### src/upe_pkg.sv
// Shared types and constants for the UDP payload extractor.
`timescale 1ns / 1ps

package upe_pkg;

   // Largest frame handled; the byte at offset MaxFrameBytes-1 closes the frame.
   localparam int unsigned MaxFrameBytes = 65536;

   localparam int unsigned OffsetWidth = 16;
   localparam int unsigned QueueDepth  = 4;
   localparam int unsigned QueuePtrW   = $clog2(QueueDepth);

   // Link header kinds held in the csr register.
   localparam logic [1:0] LinkLoopback = 2'd0;
   localparam logic [1:0] LinkEthernet = 2'd1;
   localparam logic [1:0] LinkNone     = 2'd2;
   localparam logic [1:0] LinkReset    = LinkEthernet;

   localparam logic [3:0] LinkBytesLoopback = 4'd4;
   localparam logic [3:0] LinkBytesEthernet = 4'd14;

   localparam logic [3:0] IpVersion4  = 4'd4;
   localparam logic [3:0] IhlMin      = 4'd5;
   localparam logic [7:0] ProtoUdp    = 8'd17;
   localparam logic [15:0] UdpHdrBytes = 16'd8;

   // Offsets within the IP header and within the UDP header.
   localparam logic [15:0] IpVerOffset   = 16'd0;
   localparam logic [15:0] IpProtoOffset = 16'd9;
   localparam logic [15:0] UdpLenHiOff   = 16'd4;
   localparam logic [15:0] UdpLenLoOff   = 16'd5;

   typedef struct packed {
      logic [7:0] in_byte;
      logic       in_frame_end;
   } req_type;

   typedef struct packed {
      logic [7:0] payload_byte;
      logic       payload_last;
      logic       payload_short;
   } rsp_type;

endpackage

### src/upe_front.sv
// Front end: tracks frame offsets, checks headers and picks out payload bytes.
`timescale 1ns / 1ps

module upe_front import upe_pkg::*; (
   input  logic       clock,
   input  logic       reset,
   input  logic       csr_write_enable,
   input  logic [1:0] csr_write_data,
   input  logic       accept,
   input  req_type    req_data,
   output logic       push,
   output rsp_type    push_data
);

   localparam logic [OffsetWidth:0] EndOffset = (OffsetWidth + 1)'(MaxFrameBytes - 1);
   localparam logic [OffsetWidth-1:0] OffsetMax = '1;

   logic [1:0]             link_kind_ff;
   logic [OffsetWidth-1:0] byte_offset_ff, byte_offset_in;
   logic [5:0]             ip_hdr_bytes_ff, ip_hdr_bytes_in;
   logic [15:0]            udp_length_ff, udp_length_in;
   logic [15:0]            payload_count_ff, payload_count_in;
   logic                   rejected_ff, rejected_in;

   logic [3:0]             link_bytes;
   logic [OffsetWidth-1:0] rel;
   logic [OffsetWidth-1:0] udp_off;
   logic [15:0]            want;
   logic [15:0]            count_next;
   logic                   frame_end;
   logic                   done;
   logic                   emit;
   logic                   last;
   logic                   short_end;
   logic [7:0]             b;

   always_comb begin
      case (link_kind_ff)
         LinkLoopback: link_bytes = LinkBytesLoopback;
         LinkEthernet: link_bytes = LinkBytesEthernet;
         default:      link_bytes = 4'd0;
      endcase
   end

   assign b          = req_data.in_byte;
   assign frame_end  = req_data.in_frame_end || ({1'b0, byte_offset_ff} >= EndOffset);
   assign rel        = byte_offset_ff - OffsetWidth'(link_bytes);
   assign udp_off    = rel - OffsetWidth'(ip_hdr_bytes_ff);
   assign want       = udp_length_ff - UdpHdrBytes;
   assign count_next = payload_count_ff + 16'd1;
   assign done       = (count_next == want);

   always_comb begin
      byte_offset_in   = byte_offset_ff;
      ip_hdr_bytes_in  = ip_hdr_bytes_ff;
      udp_length_in    = udp_length_ff;
      payload_count_in = payload_count_ff;
      rejected_in      = rejected_ff;
      emit             = 1'b0;
      last             = 1'b0;
      short_end        = 1'b0;

      if (!rejected_ff) begin
         if (byte_offset_ff >= OffsetWidth'(link_bytes)) begin
            if (rel == IpVerOffset) begin
               if (b[7:4] != IpVersion4 || b[3:0] < IhlMin) begin
                  rejected_in = 1'b1;
               end else begin
                  ip_hdr_bytes_in = {b[3:0], 2'b00};
               end
            end else if (rel == IpProtoOffset) begin
               if (b != ProtoUdp) begin
                  rejected_in = 1'b1;
               end
            end else if (ip_hdr_bytes_ff != 6'd0 &&
                         rel >= OffsetWidth'(ip_hdr_bytes_ff)) begin
               if (udp_off == UdpLenHiOff) begin
                  udp_length_in = {b, 8'h00};
               end else if (udp_off == UdpLenLoOff) begin
                  udp_length_in = udp_length_ff | {8'h00, b};
                  if ((udp_length_ff | {8'h00, b}) <= UdpHdrBytes) begin
                     rejected_in = 1'b1;
                  end
               end else if (udp_off >= UdpHdrBytes) begin
                  if (udp_length_ff > UdpHdrBytes && payload_count_ff < want) begin
                     payload_count_in = count_next;
                     emit             = 1'b1;
                     last             = done || frame_end;
                     short_end        = !done && frame_end;
                     if (done) begin
                        rejected_in = 1'b1;
                     end
                  end else begin
                     rejected_in = 1'b1;
                  end
               end
            end
         end
         if (byte_offset_ff != OffsetMax) begin
            byte_offset_in = byte_offset_ff + OffsetWidth'(1);
         end
      end

      if (req_data.in_frame_end) begin
         byte_offset_in   = '0;
         ip_hdr_bytes_in  = '0;
         udp_length_in    = '0;
         payload_count_in = '0;
         rejected_in      = 1'b0;
      end else if (frame_end) begin
         rejected_in = 1'b1;
      end
   end

   always_ff @(posedge clock) begin
      if (reset) begin
         link_kind_ff     <= LinkReset;
         byte_offset_ff   <= '0;
         ip_hdr_bytes_ff  <= '0;
         udp_length_ff    <= '0;
         payload_count_ff <= '0;
         rejected_ff      <= 1'b0;
      end else begin
         if (csr_write_enable) begin
            link_kind_ff <= csr_write_data;
         end
         if (accept) begin
            byte_offset_ff   <= byte_offset_in;
            ip_hdr_bytes_ff  <= ip_hdr_bytes_in;
            udp_length_ff    <= udp_length_in;
            payload_count_ff <= payload_count_in;
            rejected_ff      <= rejected_in;
         end
      end
   end

   assign push                    = accept && emit;
   assign push_data.payload_byte  = b;
   assign push_data.payload_last  = last;
   assign push_data.payload_short = short_end;

endmodule

### src/upe_queue.sv
// Short FIFO of payload bytes between front end and output stage.
`timescale 1ns / 1ps

module upe_queue import upe_pkg::*; (
   input  logic    clock,
   input  logic    reset,
   input  logic    push,
   input  rsp_type push_data,
   input  logic    pop,
   output logic    not_empty,
   output logic    not_full,
   output rsp_type head
);

   rsp_type              entry_ff [QueueDepth];
   logic [QueuePtrW-1:0] wr_ptr_ff, rd_ptr_ff;
   logic [QueuePtrW:0]   count_ff;

   assign not_empty = (count_ff != '0);
   assign not_full  = (count_ff != (QueuePtrW + 1)'(QueueDepth));
   assign head      = entry_ff[rd_ptr_ff];

   always_ff @(posedge clock) begin
      if (push) begin
         entry_ff[wr_ptr_ff] <= push_data;
      end
   end

   always_ff @(posedge clock) begin
      if (reset) begin
         wr_ptr_ff <= '0;
         rd_ptr_ff <= '0;
         count_ff  <= '0;
      end else begin
         if (push) begin
            wr_ptr_ff <= wr_ptr_ff + QueuePtrW'(1);
         end
         if (pop) begin
            rd_ptr_ff <= rd_ptr_ff + QueuePtrW'(1);
         end
         case ({push, pop})
            2'b10:   count_ff <= count_ff + (QueuePtrW + 1)'(1);
            2'b01:   count_ff <= count_ff - (QueuePtrW + 1)'(1);
            default: count_ff <= count_ff;
         endcase
      end
   end

endmodule

### src/upe_back.sv
// Output stage: registered response holding a byte until the sink takes it.
`timescale 1ns / 1ps

module upe_back import upe_pkg::*; (
   input  logic    clock,
   input  logic    reset,
   input  logic    q_not_empty,
   input  rsp_type q_head,
   output logic    q_pop,
   output logic    rsp_valid,
   input  logic    rsp_ready,
   output rsp_type rsp_data
);

   logic    valid_ff;
   rsp_type data_ff;
   logic    load;

   assign load  = q_not_empty && (!valid_ff || rsp_ready);
   assign q_pop = load;

   always_ff @(posedge clock) begin
      if (reset) begin
         valid_ff <= 1'b0;
      end else if (load) begin
         valid_ff <= 1'b1;
      end else if (rsp_ready) begin
         valid_ff <= 1'b0;
      end
   end

   always_ff @(posedge clock) begin
      if (load) begin
         data_ff <= q_head;
      end
   end

   assign rsp_valid = valid_ff;
   assign rsp_data  = data_ff;

endmodule

### src/udp_payload_extractor.sv
// Top level of the UDP payload extractor: front end, queue and output stage.
//
//   port group  direction  handshake            carries
//   req_*       in         req_valid/req_ready  frame byte, frame end flag
//   rsp_*       out        rsp_valid/rsp_ready  payload byte, last, short
//   csr_*       in         csr_write_enable     link_kind (2 bits)
//
// One frame byte per cycle is taken while the queue has room; header checks
// and offset tracking finish in the cycle of the transfer.
// A payload byte is written into the queue at its transfer and is then loaded
// into the output register once that register is empty or being taken.
// A stalled sink fills the four-entry queue before req_ready drops.
// Synchronous reset clears frame state and sets link_kind to Ethernet.
`timescale 1ns / 1ps

module udp_payload_extractor import upe_pkg::*; (
   input  logic       clock,
   input  logic       reset,
   input  logic       req_valid,
   output logic       req_ready,
   input  req_type    req_data,
   output logic       rsp_valid,
   input  logic       rsp_ready,
   output rsp_type    rsp_data,
   input  logic       csr_write_enable,
   input  logic [1:0] csr_write_data
);

   logic    accept;
   logic    push;
   rsp_type push_data;
   logic    pop;
   logic    q_not_empty;
   logic    q_not_full;
   rsp_type q_head;

   assign req_ready = q_not_full;
   assign accept    = req_valid && q_not_full;

   upe_front u_front (
      .clock            (clock),
      .reset            (reset),
      .csr_write_enable (csr_write_enable),
      .csr_write_data   (csr_write_data),
      .accept           (accept),
      .req_data         (req_data),
      .push             (push),
      .push_data        (push_data)
   );

   upe_queue u_queue (
      .clock     (clock),
      .reset     (reset),
      .push      (push),
      .push_data (push_data),
      .pop       (pop),
      .not_empty (q_not_empty),
      .not_full  (q_not_full),
      .head      (q_head)
   );

   upe_back u_back (
      .clock       (clock),
      .reset       (reset),
      .q_not_empty (q_not_empty),
      .q_head      (q_head),
      .q_pop       (pop),
      .rsp_valid   (rsp_valid),
      .rsp_ready   (rsp_ready),
      .rsp_data    (rsp_data)
   );

endmodule
### config.mk
export PLATFORM = sky130hd
export DESIGN_NAME = udp_payload_extractor
export DESIGN_NICKNAME = d
export VERILOG_FILES = /design/src/upe_pkg.sv /design/src/upe_front.sv /design/src/upe_queue.sv /design/src/upe_back.sv /design/src/udp_payload_extractor.sv
export SDC_FILE = /design/constraint.sdc
export NUM_CORES = 1
export LEC_CHECK = 0
export ABC_AREA = 1
export ABC_CLOCK_PERIOD_IN_PS = 10300
export BUFFER_PORTS_ARGS = -buffer_cell sky130_fd_sc_hd__buf_2
export CAP_MARGIN = 30
export CORE_MARGIN = 2
export CORE_UTILIZATION = 43
export CTS_BUF_LIST = sky130_fd_sc_hd__clkbuf_16
export DETAILED_ROUTE_END_ITERATION = 8
export GPL_TIMING_DRIVEN = 0
export PLACE_DENSITY_LB_ADDON = 0.2
export SKIP_CTS_REPAIR_TIMING = 1
export SLEW_MARGIN = 15
export SYNTH_ARGS = -nofsm -noshare
export SYNTH_HDL_FRONTEND = slang
export SYNTH_SLANG_ARGS = --single-unit
### constraint.sdc
create_clock -name clock -period 10.3 [get_ports clock]
set_input_delay 1.03 -clock clock [delete_from_list [all_inputs] [get_ports clock]]
set_output_delay 1.03 -clock clock [all_outputs]
set_load 0.03 [all_outputs]
==> results <==
- The post-route netlist has 10.9% of its cells at a drive strength greater than 1.
- The die outline area is 18000 um^2.
- The part of the power in registers is 36.1%.
- In this run the most used layer during global routing was met2.
- The placer's final routability congestion estimate is 0.846.
- The global-route track usage on met1 is 28.8%.
- Per report_power, the combinational group accounts for 22.0% of the total.
- In this run, the number of DRC markers left after iteration 0 of detailed routing was 415.
- The total global-route track usage is 21.7%.
- The flow ran to the end, and the final reports show no timing, DRC or antenna violations.
- The final antenna diode count is 0.
- For the worst-skew pair, the clock arrives at the later sink with an insertion delay of 420 ps.
- The maximum clock skew at final layout is 14.2 ps.
- The type of the setup path with the least slack is reg2reg.
- The critical path capture point type is a register.
- Counting flops with an async set or reset pin after synthesis yields a share of 0%.
- The first-pass GRT wire length is 30800 um.
- The core box area is 16600 um^2.
- The standard cell with the maximum stage delay on the critical path is ha_1.
- The endpoint required time on the critical path is 10600 ps.
- Across all layers, the routed design uses 6592 vias.
- The number of buffers inserted during clock tree synthesis is 17.
- 28 I/O pins were placed.
- In the final routed layout, each cell accounts on average for 14.5 um.
- The clock network burns 41.9% of the power.
- After routing, the total negative slack on setup checks comes to 0 ps.
- The core occupancy in the finished layout is 50.2%.
- The count of H-tree levels built during CTS is 4.
- The wire-length estimate of the detail-placed layout is 14400 um.
- The number of global-route vias before repair came to 6217.
- For met3 alone, demand over resource in global routing was 4.16%.
- Across the VDD grid, the largest voltage drop is 120 uV.
- Setup violations remaining at the end of the flow were counted as 0.
- The area share of the largest cell type after synthesis is 20.6%.
- The clock transition at the registers of the reported paths is 50 ps.
- The count of unresolved DRC violations after routing is 0.
- The kind of cell with the highest combined delay along the critical path is simple AND/OR/NAND/NOR gates.
- STA classifies the critical path startpoint as a register.
- The TritonCTS clock tree is yes.
- Net switching is 30.8% of the power.
- The total of max-cap violations is 0.
- The gate count of the mapped netlist is 1006.
- The post-route antenna net violation count is 0.
- Cell internal power was estimated by the tool at 1.01 mW.
- The net switching power is 0.451 mW.
- For this run, the number of Yosys warnings is 0.
- The number of hold violations in the final report was 0.
- Prior to clock tree synthesis, the placed netlist has a worst setup slack of 5350 ps.
- The portion of the clock cycle consumed by the worst path in the final layout is 48.4%.
- The max-slew violation count came to 0.
- The top achievable clock speed is 201 MHz.
- The number of buffer and inverter stages on the critical path is 5.
- Setup repair after global routing left no endpoint under its margin.
- The library cell occupying the most area in the post-synthesis netlist is edfxtp_1.
- Dividing total power by cell area gives a power density of 176 nW/um^2.
- The smallest clock period supported by the final layout is computed as 4980 ps.
- The sum of overflow across all layers after global routing is 0.
- Fill cells in the final layout number 1678.
- The initial antenna violation count is 0.
- The post-synthesis instance area is 7270 um^2.
- The synthesized area divided by synthesized cell count is 7.23 um^2.
- The sequential fraction of the synthesis area is 38.0%.
- The final layout contains routed wiring with a total length of 18600 um.
- In this run the static leakage power is 3.53 nW.
- The cell sitting at the root of the clock tree is a clkbuf_16.
- Counting along the longest clock path gives a buffer depth of 2.
- The largest net degree at the start of global routing is 17.
- In this run, synthesis produced a sequential element count of 113.
- In the layout the commonest cells are 226 x nand2_1, 128 x nor2_1, 121 x inv_1.
- After the last flow step, the layout net total stands at 1103.
- The number of enable-type register cells in the synthesized netlist is 50.
- The row count is 47.
- The library cell used most frequently in the layout, excluding fill and tap cells, is nand2_1.
- CTS saw 113 sinks.
- The worst path meets setup with 5320 ps of slack.
- Measured along the y axis, the die boundary spans 134 um.
- After synthesis, the cell types taking the most area are edfxtp_1 21%, dfxtp_1 17%, nand2_1 12%.
- In the routed layout, each cell is associated on average with a via count of 5.13.
- The leading register cell type out of synthesis is dfxtp_1.
- In this design, the stage delay of the slowest critical-path cell is 380 ps.
- Global routing consumed, on the met2 layer, 36.1% of the routing resources.
- The total of buffers placed on input and output ports is 26.
- The layout overhead on the synthesized area is 14.4%.
- The peak fanout along the critical path is 10.
- In this run the worst hold path is classified as reg2reg.
- For this configuration, the core starts out at a cell density of 43.9%.
- The number of nets in the synthesized netlist is 1056.
- The number of search-and-repair iterations in the first detailed-routing pass is 5.
- The signal arrival time at the worst endpoint is 5280 ps.
- The post-synthesis cell type count is 48.
- The floorplan step set the die width to 134 um.
- For the pin with the worst max-slew slack, the measured transition is 907 ps.
- The headroom to the max-slew limit is 39.3%.
-- tightest hold or removal path, cell delays in order, from the launching register on --
cell and delay [ps]:
dfxtp_1 290, inv_1 60, o21ai_0 60
-- sequential cells by signal (all words and copies together) (netlist names) --
name and flops:
u_front.udp_length_ff 16, u_back.rsp_data 10, u_queue.wr_ptr_ff 2, u_front.ip_hdr_bytes_ff 4
u_queue.count_ff 3, u_back.rsp_valid 1, u_front.byte_offset_ff 16, u_front.payload_count_ff 16
u_queue.entry_ff 40, u_queue.rd_ptr_ff 2, u_front.rejected_ff 1, u_front.link_kind_ff 2
-- routing by layer --
layer / share of wire, % / up-vias
met5: 0 / -
met2: 46 / 148
met3: 4.6 / 19
met4: 1.2 / 0
li1: - / 3435
met1: 48 / 2990
-- logic make-up after synthesis --
logic type	synth area share, %
buf+inv	7.96
simple gates	34.0
fa+ha+maj	6.16
compound gates	11.7
xor+xnor	2.27
flops	38.0
-- cell usage after synthesis (2+ instances only) --
master	count
a211oi_1	4
a21oi_1	54
a21oi_2	3
a31oi_1	3
and2_1	4
buf_2	2
buf_6	4
clkbuf_1	14
dfxtp_1	63
edfxtp_1	50
fa_1	3
ha_1	31
inv_1	120
inv_2	3
nand2_1	226
nand2_2	9
nand2_4	4
nand3_1	101
nand3_2	6
nand3b_1	3
nand4_1	20
nor2_1	128
nor2_2	9
nor2_4	6
nor3_1	16
nor4_1	3
o211ai_1	3
o21a_1	5
o21ai_0	54
o21ai_1	12
o21ai_2	2
o22ai_1	10
xnor2_1	2
xor2_1	15
-- worst paths after layout --
kind / cells after the start / slack (ps) / from / to
worst max-delay path: 29 / 5320 / u_front.link_kind_ff[0]$_SDFFE_PP1P_ / u_queue.count_ff[2]$_SDFFE_PP0P_
worst min-delay path: 2 / 460 / u_front.link_kind_ff[0]$_SDFFE_PP1P_ / u_front.link_kind_ff[0]$_SDFFE_PP1P_
worst max register to register: 29 / 5320 / u_front.link_kind_ff[0]$_SDFFE_PP1P_ / u_queue.count_ff[2]$_SDFFE_PP0P_
worst min register to register: 2 / 460 / u_front.link_kind_ff[0]$_SDFFE_PP1P_ / u_front.link_kind_ff[0]$_SDFFE_PP1P_
-- metrics by stage --
step	power [mW]	hold WS [ps]	instance area, um^2	instances
after floorplan	0.765	437	7270	1006
after global placement	0.848	453	7680	1252
after detailed placement	0.858	461	7700	1254
after CTS	1.47	468	8320	1286
after global routing	1.54	510	8320	1286
final	1.46	460	8320	1286
-- power by group through the flow --
stage                     combinational (mW)  clock [mW]  sequential (mW)
after floorplan                        0.184           0            0.581
after global placement                 0.310           0            0.538
after detailed placement               0.320           0            0.538
after CTS                              0.323       0.621            0.529
after global routing                   0.359       0.645            0.532
final                                  0.322       0.613            0.528
-- final cells by class --
type	instances	area, um^2	share of cell area [%]
multi-input cells	748	3940	47.3
plain buffers	21	111	1.34
clock buffers	17	425	5.11
clock inverters	15	194	2.33
inverters	124	468	5.62
repair buffers	28	149	1.79
well taps	220	275	3.31
flip-flops and latches	113	2760	33.2
Power figures use the tool's default switching activity.
